===== config.mk =====
export PLATFORM = sky130hd
export DESIGN_NAME = link_error_strike_table_core
export DESIGN_NICKNAME = d
export VERILOG_FILES = /design/src/rtl/lest_pkg.sv /design/src/rtl/link_error_strike_table_core.sv /design/src/rtl/lest_table.sv /design/src/rtl/lest_seq.sv
export VERILOG_INCLUDE_DIRS = /design/src /design/src/rtl
export SDC_FILE = /design/constraint.sdc
export NUM_CORES = 1
export LEC_CHECK = 0
export BUFFER_PORTS_ARGS = -buffer_cell sky130_fd_sc_hd__clkbuf_2
export CAP_MARGIN = 20
export CORE_MARGIN = 5
export CORE_UTILIZATION = 43
export CTS_BUF_LIST = sky130_fd_sc_hd__clkbuf_16
export CTS_CLUSTER_DIAMETER = 60
export DETAILED_ROUTE_END_ITERATION = 7
export PLACE_DENSITY_LB_ADDON = 0.08
export SYNTH_ARGS = -nofsm -noshare
export SYNTH_HDL_FRONTEND = slang
export SYNTH_HIERARCHICAL = 1
export SYNTH_SLANG_ARGS = --single-unit

===== constraint.sdc =====
create_clock -name aclk -period 8.25 [get_ports aclk]
set_clock_uncertainty 0.15 [all_clocks]
set_input_delay 1.65 -clock aclk [delete_from_list [all_inputs] [get_ports aclk]]
set_output_delay 1.65 -clock aclk [all_outputs]
set_load 0.05 [all_outputs]

===== src/rtl/assert_macros.svh =====
// ----------------------------------------------------------------------------
// assert_macros.svh
// Concurrent assertion helpers used by link_error_strike_table_core.
// ----------------------------------------------------------------------------
`ifndef ASSERT_MACROS_SVH
`define ASSERT_MACROS_SVH

`ifndef SYNTH
// property must hold at every clock edge outside reset
`define ASSERT_PROP(label, clk, rst_n, prop, msg) \
    label: assert property (@(posedge clk) disable iff (!rst_n) (prop)) else $error(msg);
// expression must never be true outside reset
`define ASSERT_NEVER(label, clk, rst_n, expr, msg) \
    label: assert property (@(posedge clk) disable iff (!rst_n) !(expr)) else $error(msg);
`else
`define ASSERT_PROP(label, clk, rst_n, prop, msg)
`define ASSERT_NEVER(label, clk, rst_n, expr, msg)
`endif

`endif


===== src/rtl/lest_pkg.sv =====
// ----------------------------------------------------------------------------
// lest_pkg
// Types, codes and sizes shared by the link error strike table.
// ----------------------------------------------------------------------------
package lest_pkg;

    localparam int TABLE_DEPTH = 16;
    localparam int IDX_W       = (TABLE_DEPTH > 1) ? $clog2(TABLE_DEPTH) : 1;
    localparam int CNT_W       = $clog2(TABLE_DEPTH + 1);

    localparam int ADDR_W   = 48;
    localparam int CODE_W   = 8;
    localparam int STRIKE_W = 4;
    localparam int STATUS_W = 3;
    localparam int CLR_W    = 5;

    localparam int DATA_W    = 32;
    localparam int PADDR_W   = 4;
    localparam int REG_IDX_W = 2;

    // controller error codes
    localparam logic [CODE_W-1:0] ERR_PAGE_TIMEOUT = 8'h04;
    localparam logic [CODE_W-1:0] ERR_NO_SDP       = 8'h54;
    localparam logic [CODE_W-1:0] ERR_ACL_RECREATE = 8'h57;

    localparam logic KIND_PAGE = 1'b0;
    localparam logic KIND_SDP  = 1'b1;

    localparam logic REQ_REPORT = 1'b0;
    localparam logic REQ_CLEAR  = 1'b1;

    localparam logic [STATUS_W-1:0] STAT_IGNORED    = 3'd0;
    localparam logic [STATUS_W-1:0] STAT_COUNTED    = 3'd1;
    localparam logic [STATUS_W-1:0] STAT_NEW        = 3'd2;
    localparam logic [STATUS_W-1:0] STAT_DROP_NOW   = 3'd3;
    localparam logic [STATUS_W-1:0] STAT_DROP_LIMIT = 3'd4;
    localparam logic [STATUS_W-1:0] STAT_FULL       = 3'd5;
    localparam logic [STATUS_W-1:0] STAT_CLEARED    = 3'd6;

    localparam logic [REG_IDX_W-1:0] REG_ENABLE    = 2'd0;
    localparam logic [REG_IDX_W-1:0] REG_PT_LIMIT  = 2'd1;
    localparam logic [REG_IDX_W-1:0] REG_SDP_LIMIT = 2'd2;

    localparam logic [STRIKE_W-1:0] STRIKE_MAX = '1;
    localparam logic [STRIKE_W-1:0] STRIKE_ONE = 4'd1;
    localparam logic [CLR_W-1:0]    CLR_MAX    = '1;

    typedef struct packed {
        logic                enable;
        logic [STRIKE_W-1:0] pt_limit;
        logic [STRIKE_W-1:0] sdp_limit;
    } lest_cfg_t;

    typedef struct packed {
        logic                valid;
        logic [ADDR_W-1:0]   addr;
        logic                kind;
        logic [STRIKE_W-1:0] count;
    } lest_rd_t;

    typedef struct packed {
        logic                en;
        logic [IDX_W-1:0]    idx;
        logic                valid;
        logic [ADDR_W-1:0]   addr;
        logic                kind;
        logic [STRIKE_W-1:0] count;
    } lest_wr_t;

    typedef struct packed {
        logic [STATUS_W-1:0] status;
        logic                drop;
        logic [ADDR_W-1:0]   drop_addr;
        logic [STRIKE_W-1:0] strike;
        logic [CLR_W-1:0]    cleared;
    } lest_res_t;

endpackage


===== src/rtl/link_error_strike_table_core.sv =====
// ----------------------------------------------------------------------------
// link_error_strike_table_core
// Per-peer connection error strike table with APB register port.
// ----------------------------------------------------------------------------
// One transaction at a time. Error reports with codes 0x04 and 0x54 and clear
// requests walk the slot memory one slot per cycle through a single key
// comparator; a report that matches a slot ends its walk at that slot. Ignored
// requests and immediate drops (code 0x57) skip the walk. The walk length
// is set by the single read port of the slot memory. s_ready is low while a
// transaction is in progress; a finished result sits in the output register
// and the next transaction is accepted while it waits. No clearing pass after
// reset: slot valid flags are flops cleared by reset.
module link_error_strike_table_core (
    input  logic                          aclk,
    input  logic                          aresetn,
    // configuration
    input  logic                          psel,
    input  logic                          penable,
    input  logic                          pwrite,
    input  logic [lest_pkg::PADDR_W-1:0]  paddr,
    input  logic [lest_pkg::DATA_W-1:0]   pwdata,
    output logic [lest_pkg::DATA_W-1:0]   prdata,
    output logic                          pready,
    // request channel
    input  logic                          s_valid,
    output logic                          s_ready,
    input  logic                          s_req_type,
    input  logic [lest_pkg::ADDR_W-1:0]   s_peer_addr,
    input  logic                          s_conn_is_classic,
    input  logic [lest_pkg::CODE_W-1:0]   s_error_code,
    // result channel
    output logic                          m_valid,
    input  logic                          m_ready,
    output logic [lest_pkg::STATUS_W-1:0] m_status,
    output logic                          m_drop_request,
    output logic [lest_pkg::ADDR_W-1:0]   m_drop_addr,
    output logic [lest_pkg::STRIKE_W-1:0] m_strike_count,
    output logic [lest_pkg::CLR_W-1:0]    m_cleared_entries
);
    import lest_pkg::*;
    `include "assert_macros.svh"

    lest_cfg_t cfg_reg, cfg_next;
    logic      m_valid_reg, m_valid_next;
    lest_res_t out_reg, out_next;

    logic                 reg_wr;
    logic [REG_IDX_W-1:0] reg_idx;
    logic                 out_free;
    logic                 seq_done;
    lest_res_t            seq_res;
    logic                 rd_en;
    logic [IDX_W-1:0]     rd_idx;
    lest_rd_t             rd_data;
    lest_wr_t             tbl_wr;

    // ---------------- register port ----------------
    assign pready  = 1'b1;
    assign reg_wr  = psel && penable && pwrite && pready;
    assign reg_idx = paddr[PADDR_W-1:2];

    always_comb begin
        cfg_next = cfg_reg;
        if (reg_wr) begin
            unique case (reg_idx)
                REG_ENABLE:    cfg_next.enable    = pwdata[0];
                REG_PT_LIMIT:  cfg_next.pt_limit  = pwdata[STRIKE_W-1:0];
                REG_SDP_LIMIT: cfg_next.sdp_limit = pwdata[STRIKE_W-1:0];
                default:       cfg_next = cfg_reg;
            endcase
        end
    end

    always_comb begin
        unique case (reg_idx)
            REG_ENABLE:    prdata = DATA_W'(cfg_reg.enable);
            REG_PT_LIMIT:  prdata = DATA_W'(cfg_reg.pt_limit);
            REG_SDP_LIMIT: prdata = DATA_W'(cfg_reg.sdp_limit);
            default:       prdata = '0;
        endcase
    end

    always_ff @(posedge aclk) begin
        if (!aresetn) begin
            cfg_reg.enable    <= 1'b1;
            cfg_reg.pt_limit  <= 4'd3;
            cfg_reg.sdp_limit <= 4'd2;
        end else begin
            cfg_reg <= cfg_next;
        end
    end

    // ---------------- datapath ----------------
    lest_seq u_seq (
        .aclk               (aclk),
        .aresetn            (aresetn),
        .cfg                (cfg_reg),
        .in_valid           (s_valid),
        .in_ready           (s_ready),
        .in_req_type        (s_req_type),
        .in_peer_addr       (s_peer_addr),
        .in_conn_is_classic (s_conn_is_classic),
        .in_error_code      (s_error_code),
        .rd_en              (rd_en),
        .rd_idx             (rd_idx),
        .rd_data            (rd_data),
        .wr                 (tbl_wr),
        .done               (seq_done),
        .res                (seq_res),
        .res_take           (out_free)
    );

    lest_table u_table (
        .aclk    (aclk),
        .aresetn (aresetn),
        .rd_en   (rd_en),
        .rd_idx  (rd_idx),
        .rd_data (rd_data),
        .wr      (tbl_wr)
    );

    // ---------------- output register ----------------
    assign out_free = !m_valid_reg || m_ready;

    always_comb begin
        m_valid_next = m_valid_reg;
        out_next     = out_reg;
        if (out_free) begin
            m_valid_next = seq_done;
            if (seq_done) begin
                out_next = seq_res;
            end
        end
    end

    always_ff @(posedge aclk) begin
        if (!aresetn) begin
            m_valid_reg <= 1'b0;
        end else begin
            m_valid_reg <= m_valid_next;
        end
    end

    always_ff @(posedge aclk) begin
        out_reg <= out_next;
    end

    assign m_valid           = m_valid_reg;
    assign m_status          = out_reg.status;
    assign m_drop_request    = out_reg.drop;
    assign m_drop_addr       = out_reg.drop_addr;
    assign m_strike_count    = out_reg.strike;
    assign m_cleared_entries = out_reg.cleared;

    // ---------------- assertions ----------------
    `ASSERT_PROP(a_busy_after_accept, aclk, aresetn,
        s_valid && s_ready |=> !s_ready, "accepted a transaction while busy")
    `ASSERT_PROP(a_result_held, aclk, aresetn, seq_done && !out_free |=> seq_done,
        "finished result lost before output register took it")
    `ASSERT_PROP(a_drop_matches_status, aclk, aresetn,
        m_valid |-> (m_drop_request ==
            (m_status == STAT_DROP_NOW || m_status == STAT_DROP_LIMIT)),
        "drop request disagrees with status")
    `ASSERT_NEVER(a_cleared_only_on_clear, aclk, aresetn,
        m_valid && m_status != STAT_CLEARED && m_cleared_entries != '0,
        "freed count on a non-clear result")

endmodule


===== src/rtl/lest_table.sv =====
// ----------------------------------------------------------------------------
// lest_table
// Slot store: address, kind and count memory with registered read, plus
// per-slot valid flops cleared by reset.
// ----------------------------------------------------------------------------
module lest_table (
    input  logic              aclk,
    input  logic              aresetn,
    input  logic              rd_en,
    input  logic [lest_pkg::IDX_W-1:0] rd_idx,
    output lest_pkg::lest_rd_t rd_data,
    input  lest_pkg::lest_wr_t wr
);
    import lest_pkg::*;

    logic [ADDR_W-1:0]   addr_mem  [TABLE_DEPTH];
    logic                kind_mem  [TABLE_DEPTH];
    logic [STRIKE_W-1:0] count_mem [TABLE_DEPTH];

    logic [TABLE_DEPTH-1:0] valid_reg;
    logic [TABLE_DEPTH-1:0] valid_next;
    lest_rd_t               rd_data_reg;

    always_comb begin
        valid_next = valid_reg;
        if (wr.en) begin
            valid_next[wr.idx] = wr.valid;
        end
    end

    always_ff @(posedge aclk) begin
        if (!aresetn) begin
            valid_reg <= '0;
        end else begin
            valid_reg <= valid_next;
        end
    end

    always_ff @(posedge aclk) begin
        if (wr.en) begin
            addr_mem[wr.idx]  <= wr.addr;
            kind_mem[wr.idx]  <= wr.kind;
            count_mem[wr.idx] <= wr.count;
        end
    end

    // read returns the contents before any write in the same cycle
    always_ff @(posedge aclk) begin
        if (rd_en) begin
            rd_data_reg.valid <= valid_reg[rd_idx];
            rd_data_reg.addr  <= addr_mem[rd_idx];
            rd_data_reg.kind  <= kind_mem[rd_idx];
            rd_data_reg.count <= count_mem[rd_idx];
        end
    end

    assign rd_data = rd_data_reg;

endmodule


===== src/rtl/lest_seq.sv =====
// ----------------------------------------------------------------------------
// lest_seq
// Request sequencer: decodes a transaction, walks the slots one per cycle
// through a single key comparator and applies the update.
// ----------------------------------------------------------------------------
module lest_seq (
    input  logic                        aclk,
    input  logic                        aresetn,
    input  lest_pkg::lest_cfg_t         cfg,
    input  logic                        in_valid,
    output logic                        in_ready,
    input  logic                        in_req_type,
    input  logic [lest_pkg::ADDR_W-1:0] in_peer_addr,
    input  logic                        in_conn_is_classic,
    input  logic [lest_pkg::CODE_W-1:0] in_error_code,
    output logic                        rd_en,
    output logic [lest_pkg::IDX_W-1:0]  rd_idx,
    input  lest_pkg::lest_rd_t          rd_data,
    output lest_pkg::lest_wr_t          wr,
    output logic                        done,
    output lest_pkg::lest_res_t         res,
    input  logic                        res_take
);
    import lest_pkg::*;

    localparam logic [1:0] S_IDLE = 2'd0;
    localparam logic [1:0] S_SCAN = 2'd1;
    localparam logic [1:0] S_FIN  = 2'd2;

    logic [1:0]          state_reg, state_next;
    logic                cmp_vld_reg, cmp_vld_next;
    logic [CNT_W-1:0]    cnt_reg, cnt_next;
    logic [IDX_W-1:0]    cmp_idx_reg, cmp_idx_next;
    logic                req_reg, req_next;
    logic [ADDR_W-1:0]   addr_reg, addr_next;
    logic                kind_reg, kind_next;
    logic [STRIKE_W-1:0] limit_reg, limit_next;
    logic [CLR_W-1:0]    freed_reg, freed_next;
    logic                free_found_reg, free_found_next;
    logic [IDX_W-1:0]    free_idx_reg, free_idx_next;
    lest_res_t           res_reg, res_next;

    logic                hit;
    logic                last;
    logic [STRIKE_W-1:0] new_cnt;
    logic [CLR_W-1:0]    freed_inc;
    logic                at_limit;

    // shared comparator: one slot against the latched key per cycle
    assign hit = rd_data.valid && (rd_data.addr == addr_reg) &&
                 (req_reg == REQ_CLEAR || rd_data.kind == kind_reg);
    assign last      = (cmp_idx_reg == IDX_W'(TABLE_DEPTH - 1));
    assign new_cnt   = (rd_data.count == STRIKE_MAX) ? STRIKE_MAX : rd_data.count + STRIKE_ONE;
    assign at_limit  = (new_cnt >= limit_reg);
    assign freed_inc = (freed_reg == CLR_MAX) ? freed_reg : freed_reg + CLR_W'(1);

    assign in_ready = (state_reg == S_IDLE);
    assign done     = (state_reg == S_FIN);
    assign res      = res_reg;
    assign rd_idx   = cnt_reg[IDX_W-1:0];

    always_comb begin
        state_next      = state_reg;
        cmp_vld_next    = cmp_vld_reg;
        cnt_next        = cnt_reg;
        cmp_idx_next    = cmp_idx_reg;
        req_next        = req_reg;
        addr_next       = addr_reg;
        kind_next       = kind_reg;
        limit_next      = limit_reg;
        freed_next      = freed_reg;
        free_found_next = free_found_reg;
        free_idx_next   = free_idx_reg;
        res_next        = res_reg;
        rd_en           = 1'b0;
        wr              = '0;

        unique case (state_reg)
            S_IDLE: begin
                if (in_valid) begin
                    req_next        = in_req_type;
                    addr_next       = in_peer_addr;
                    kind_next       = (in_error_code == ERR_NO_SDP) ? KIND_SDP : KIND_PAGE;
                    limit_next      = (in_error_code == ERR_NO_SDP) ? cfg.sdp_limit
                                                                    : cfg.pt_limit;
                    cnt_next        = '0;
                    cmp_vld_next    = 1'b0;
                    freed_next      = '0;
                    free_found_next = 1'b0;
                    res_next        = '0;
                    if (!cfg.enable || !in_conn_is_classic) begin
                        res_next.status = STAT_IGNORED;
                        state_next      = S_FIN;
                    end else if (in_req_type == REQ_CLEAR) begin
                        state_next = S_SCAN;
                    end else if (in_error_code == ERR_ACL_RECREATE) begin
                        res_next.status    = STAT_DROP_NOW;
                        res_next.drop      = 1'b1;
                        res_next.drop_addr = in_peer_addr;
                        state_next         = S_FIN;
                    end else if (in_error_code == ERR_PAGE_TIMEOUT ||
                                 in_error_code == ERR_NO_SDP) begin
                        state_next = S_SCAN;
                    end else begin
                        res_next.status = STAT_IGNORED;
                        state_next      = S_FIN;
                    end
                end
            end

            S_SCAN: begin
                // read stage: issue one slot per cycle
                if (cnt_reg < CNT_W'(TABLE_DEPTH)) begin
                    rd_en        = 1'b1;
                    cnt_next     = cnt_reg + CNT_W'(1);
                    cmp_vld_next = 1'b1;
                    cmp_idx_next = cnt_reg[IDX_W-1:0];
                end else begin
                    cmp_vld_next = 1'b0;
                end

                // compare stage on the slot read last cycle
                if (cmp_vld_reg) begin
                    if (req_reg == REQ_CLEAR) begin
                        if (hit) begin
                            wr.en      = 1'b1;
                            wr.idx     = cmp_idx_reg;
                            wr.valid   = 1'b0;
                            wr.addr    = rd_data.addr;
                            wr.kind    = rd_data.kind;
                            wr.count   = rd_data.count;
                            freed_next = freed_inc;
                        end
                        if (last) begin
                            res_next.status  = STAT_CLEARED;
                            res_next.cleared = hit ? freed_inc : freed_reg;
                            state_next       = S_FIN;
                        end
                    end else if (hit) begin
                        wr.en    = 1'b1;
                        wr.idx   = cmp_idx_reg;
                        wr.valid = !at_limit;
                        wr.addr  = addr_reg;
                        wr.kind  = kind_reg;
                        wr.count = new_cnt;
                        res_next.strike = new_cnt;
                        if (at_limit) begin
                            res_next.status    = STAT_DROP_LIMIT;
                            res_next.drop      = 1'b1;
                            res_next.drop_addr = addr_reg;
                        end else begin
                            res_next.status = STAT_COUNTED;
                        end
                        cmp_vld_next = 1'b0;
                        state_next   = S_FIN;
                    end else begin
                        // remember the lowest free slot for a new entry
                        if (!rd_data.valid && !free_found_reg) begin
                            free_found_next = 1'b1;
                            free_idx_next   = cmp_idx_reg;
                        end
                        if (last) begin
                            if (free_found_reg || !rd_data.valid) begin
                                wr.en    = 1'b1;
                                wr.idx   = free_found_reg ? free_idx_reg : cmp_idx_reg;
                                wr.valid = 1'b1;
                                wr.addr  = addr_reg;
                                wr.kind  = kind_reg;
                                wr.count = STRIKE_ONE;
                                res_next.status = STAT_NEW;
                                res_next.strike = STRIKE_ONE;
                            end else begin
                                res_next.status = STAT_FULL;
                            end
                            state_next = S_FIN;
                        end
                    end
                end
            end

            S_FIN: begin
                if (res_take) begin
                    state_next = S_IDLE;
                end
            end

            default: begin
                state_next = S_IDLE;
            end
        endcase
    end

    always_ff @(posedge aclk) begin
        if (!aresetn) begin
            state_reg   <= S_IDLE;
            cmp_vld_reg <= 1'b0;
        end else begin
            state_reg   <= state_next;
            cmp_vld_reg <= cmp_vld_next;
        end
    end

    always_ff @(posedge aclk) begin
        cnt_reg        <= cnt_next;
        cmp_idx_reg    <= cmp_idx_next;
        req_reg        <= req_next;
        addr_reg       <= addr_next;
        kind_reg       <= kind_next;
        limit_reg      <= limit_next;
        freed_reg      <= freed_next;
        free_found_reg <= free_found_next;
        free_idx_reg   <= free_idx_next;
        res_reg        <= res_next;
    end

endmodule

After elaboration in Yosys (flattened, before gate mapping)
Memory sizes are Yosys's and may differ from the RTL's. A register that Yosys moved wholly into a read port is not among the register bits.
Index checks and enable logic that the tools add are counted.
- reductions and logical operators: 36
- magnitude comparators: 5
- bitwise operators: 2
- add/subtract/negate cells: 3
- mux-type cells: 72
- equality and inequality tests: 26
- operators with widths (operator ; number):
    $mux 59 ; 7
    $mux 49 ; 4
    $mux 61 ; 2
    $pmux 61 s2 ; 1
    $mux 53 ; 1
    $mux 52 ; 1
    $eq 48x48->1 ; 1
    $mux 5 ; 8
    $mux 4 ; 6
    $mux 2 ; 11
    $mux 3 ; 7
    $pmux 5 s2 ; 2
    $reduce_and 6->1 ; 3
    $bwmux 16 ; 1
    $eq 8x7->1 const B ; 2
    $mux 1 ; 15
    $reduce_and 5->1 ; 3
    $ne 2x1->1 const B ; 7
    $reduce_and 2->1 ; 7
    $pmux 4 s3 ; 1
    $add 5x1->5 const B ; 2
    $lt 4x5->1 const B ; 2
    $eq 4x4->1 const B ; 2
    $eq 8x3->1 const B ; 1
    other kinds (23) ; 47
- word-level logic and storage cells: 174
- bits of input ports: 101
- memory bits (writable): 848
- memories kept: 3
- register bits: 225
- output and inout bits: 96
- memories (name ; depth ; width ; read ports ; clocked after Yosys merged registers in ; write ports ; line ; source):
    u_table.addr_mem ; 16 ; 48 ; 1 ; 1 ; 1 ; lest_table.sv:16 ; logic [ADDR_W-1:0] addr_mem [TABLE_DEPTH];
    u_table.count_mem ; 16 ; 4 ; 1 ; 1 ; 1 ; lest_table.sv:18 ; logic [STRIKE_W-1:0] count_mem [TABLE_DEPTH];
    u_table.kind_mem ; 16 ; 1 ; 1 ; 1 ; 1 ; lest_table.sv:17 ; logic kind_mem [TABLE_DEPTH];

Logic depth before layout (Yosys ltp)
- word-level depth: 13
- mapped depth: 13
- mapped depth without buffers: 11

By module
The synthesis kept the hierarchy.
- by module, submodules not included (module ; area an instance (um^2) ; instances ; cells each ; seq. area each (um^2)):
    lest_table ; 34179.0 ; 1 ; 1457 ; 27406.3
    lest_seq ; 7158.1 ; 1 ; 625 ; 4083.9
    link_error_strike_table_core ; 2555.0 ; 1 ; 142 ; 2031.9

Least setup slack after synthesis
No wires, ideal clock.
- kind: reg-to-reg
- start point: register u_seq.addr_reg[31]
- end point: register u_seq.res_reg, in the netlist u_seq/res[10], enable pin
- library setup time: 528 ps
- path buffers: 1
- stages on the path, launching flop included: 8
- data required time: 7572 ps
- data arrival time: 5584 ps
- setup slack: 1987 ps
- clock period less this slack: 6263 ps
- path through: edfxtp_1 xor2_1 or2_0 or4_1 nor4_4 buf_4 nand2_1 o31ai_1
- cells in the longest elaborated chain, start to end: 5
- RTL lines (element ; line ; source):
    start: declaration ; lest_seq.sv:35 ; logic [ADDR_W-1:0] addr_reg, addr_next;
    start signal: assignment ; lest_seq.sv:207 ; addr_reg <= addr_next;
    $eq 48x48->1 ; lest_seq.sv:50 ; assign hit = rd_data.valid && (rd_data.addr == addr_reg) &&
    $logic_and 1x1->1 (2 in series) ; lest_seq.sv:50 ;
    $ne 2x1->1 (no line) ; - ;
    $reduce_and 6->1 (no line) ; - ;
    end signal: assignment ; lest_seq.sv:213 ; res_reg <= res_next;
    end: declaration ; lest_seq.sv:41 ; lest_res_t res_reg, res_next;
Every way passes these cells.
A chain may end at the register's enable or synchronous reset.

==> flow_summary_export.csv <==
group,metric,value,unit
synth,synth_edf_count,1097,
global_route,antenna_found_initial,3,
setup_path,critical_path.top_delay_family,"simple AND/OR/NAND/NOR gates",
clocking,root_buffer,"clkbuf_16",
finish,mostFrequentLayoutCells,"edfxtp_1, mux4_2, nand2_1",
route,dr.pass1.iters,5,
setup_path,path_cells,"xnor2_1 -> nand2_1 -> or4_1 -> nor4_4 -> nor4_1 -> a32o_1 -> or3b_1 -> nor2_4 -> buf_4",
clocking,cts_tree,"yes",
setup_path,crit_type,"reg2reg",
timing,tightestPinTransition,1.09,ns
timing,rsz0062_at_grt,"false",
pwr,fin_total_pwr,12.1,mW
synth,ys_seq_area_share,76.4,%
global_route,track_usage,21.7,%
die,die_w,329,um
clocking,cts_setup_buffers,0,
clocking,clkLatencyLatePin,0.70,ns
route,drc,0,
global_route,grt_pass1_vias,23300,
setup_path,cp_max_fo,43,
die,io_pins,197,
pwr,cellLeakagePower,17.8,nW
timing,timing.fmax,172,MHz
route,wl_per_cell,30.3,um
clocking,cts_max_path_buffers,3,
finish,largest_reg_flops,768,
route,vias_per_cell,5.82,
finish,final_nets,2551,
timing,tns,0,ns
timing,hold_viol,0,
synth,synth-seq-cells,1126,
die,fp-row-count,117,
clocking,cts_made_buffers,119,
die,die_h,329,um
global_route,grt_pass1_wl,169000,um
finish,fillers,8431,
route,antenna_left,0,
outcome,outcome,"finished clean",
placement,portBuffers,137,
setup_path,required,8.41,ns
route,drt-total-wl,118000,um
pwr,powerDensity,241,nW/um^2
global_route,grt_max_degree,114,
synth,synthCells,2224,
finish,final_common_cell,"edfxtp_1",
clocking,h-tree-depth,3,
clocking,postCtsResizedCells,0,
setup_path,cp-end-kind,"register",
placement,hpwl,63700,um
setup_path,arrival,5.97,ns
route,drt_iter0_drc,1966,
placement,gp_congestion,0.782,
finish,final_area,50100,um^2
setup_path,slowest_delay,0.85,ns
timing,final-setup-viol-count,0,
die,die_area,109000,um^2
global_route,gr-total-overflow,0,
setup_path,path_buf_inv,1,
hold_path,hp-class,"reg2reg",
timing,maxSlewViolCount,0,
route,vias,22800,
synth,synth_area_per_cell,19.7,um^2
setup_path,critPathLaunchType,"register",
synth,async_reset_ff_share,0,%
finish,area_growth_syn_to_layout,14.3,%
synth,synth_area,43900,um^2
die,core,102000,um^2
clocking,hold_buffers,0,
synth,synth_cell_types,61,
timing,fin_crit,5.81,ns
finish,n_antenna_cell,0,
timing,relSlewSlack,27.2,%
timing,min_period_over_period,70.5,%
die,start_util,43.2,%
clocking,clkSinkCount,1126,
synth,ys_warn_count,6,
run,maxCapViolations,0,
setup_path,crit_path_top_delay_cell,"buf_4",
placement,postPlaceCellArea,46200,um^2
clocking,clkTransAtPathRegs,0.06,ns
finish,layout-drive-gt1-share,25.1,%
pwr,peakVddDrop,164,uV
synth,dominantRegCellSynth,"edfxtp_1",
## cell usage after synthesis, drive strengths merged, types with 7 or more instances
master / n / area share (%)
a21boi: 17 / 0.29
a21oi: 61 / 0.70
a22o: 50 / 1.0
a22oi: 108 / 1.8
buf: 82 / 1.4
clkbuf: 73 / 0.62
dfxtp: 29 / 1.3
edfxtp: 1097 / 75
ha: 7 / 0.20
inv: 14 / 0.12
mux2i: 13 / 0.30
mux4: 216 / 11
nand2: 141 / 1.2
nand2b: 8 / 0.11
nand3: 24 / 0.29
nand4: 12 / 0.17
nor2: 43 / 0.37
nor2b: 13 / 0.19
nor3: 9 / 0.10
nor4: 23 / 0.43
o211ai: 49 / 0.84
o21ai: 24 / 0.27
xor2: 47 / 0.94
## final cells by class
cell class	count	area (um^2)	share of cell area, %
clock inverter	98	663	1.32
inverter	15	56.3	0.112
tap	1368	1710	3.41
timing repair buffer	226	1450	2.90
clock buffer	120	3000	5.99
sequential	1126	33500	66.8
multi-input combinational	955	9740	19.4
## per-layer routing
layer,global-route usage (%),vias up,wire (um),share of wire [%]
li1,-,9560,-,-
met1,30.6,12300,50700,43
met2,36.3,782,57900,49
met3,3.03,152,6960,5.9
met4,5.48,0,2640,2.2
met5,0,-,0,0
## per-stage QoR
step / setup WS [ns] / cells / utilization (%) / hold WS [ns]
6_report: 2.44 / 3908 / 49.4 / 0.263
5_1_grt: 2.27 / 3908 / 49.4 / 0.272
4_1_cts: 2.47 / 3877 / 49.1 / 0.267
3_5_place_dp: 2.50 / 3659 / 45.5 / 0.255
3_3_place_gp: 2.34 / 3658 / 45.5 / 0.252
2_1_floorplan: 1.99 / 2251 / - / 0.250
## worst register-to-register path, stage by stage (launching register included)
cell	delay, ns
edfxtp_1	0.45
xnor2_1	0.46
nand2_1	0.17
or4_1	0.58
nor4_4	0.83
nor4_1	0.25
a32o_1	0.36
or3b_1	0.67
nor2_4	0.55
buf_4	0.85
## where the power goes
group	switching (mW)	total [mW]	internal, mW
Combinational	0.485	0.714	0.228
Clock	2.17	5.02	2.84
Sequential	0.0610	6.37	6.31
Total	2.72	12.1	9.38
## worst paths after layout
path                                   startpoint                      end  slack [ns]  cells past startpoint
worst max-delay path            u_seq/addr_reg[6]  u_table/addr_mem[8][21]        2.44                      9
worst min-delay path                u_seq/res[27]          m_drop_addr[18]        0.26                      0
worst max register to register  u_seq/addr_reg[6]  u_table/addr_mem[8][21]        2.44                      9
worst min register to register      u_seq/res[27]          m_drop_addr[18]        0.26                      0
## cells by family (layout without fill, tap and decap cells)
group	after synthesis	after routing	share of synthesized area (%)
mux	229	229	11.4
flops	1126	1126	76.4
compound gates	333	333	5.40
fa+ha+maj	7	7	0.200
xor+xnor	53	53	1.06
simple gates	304	304	3.46
other cells	2	29	0.0171
buf+inv	170	459	2.12
Note: power is estimated with default switching activity, not from simulation.
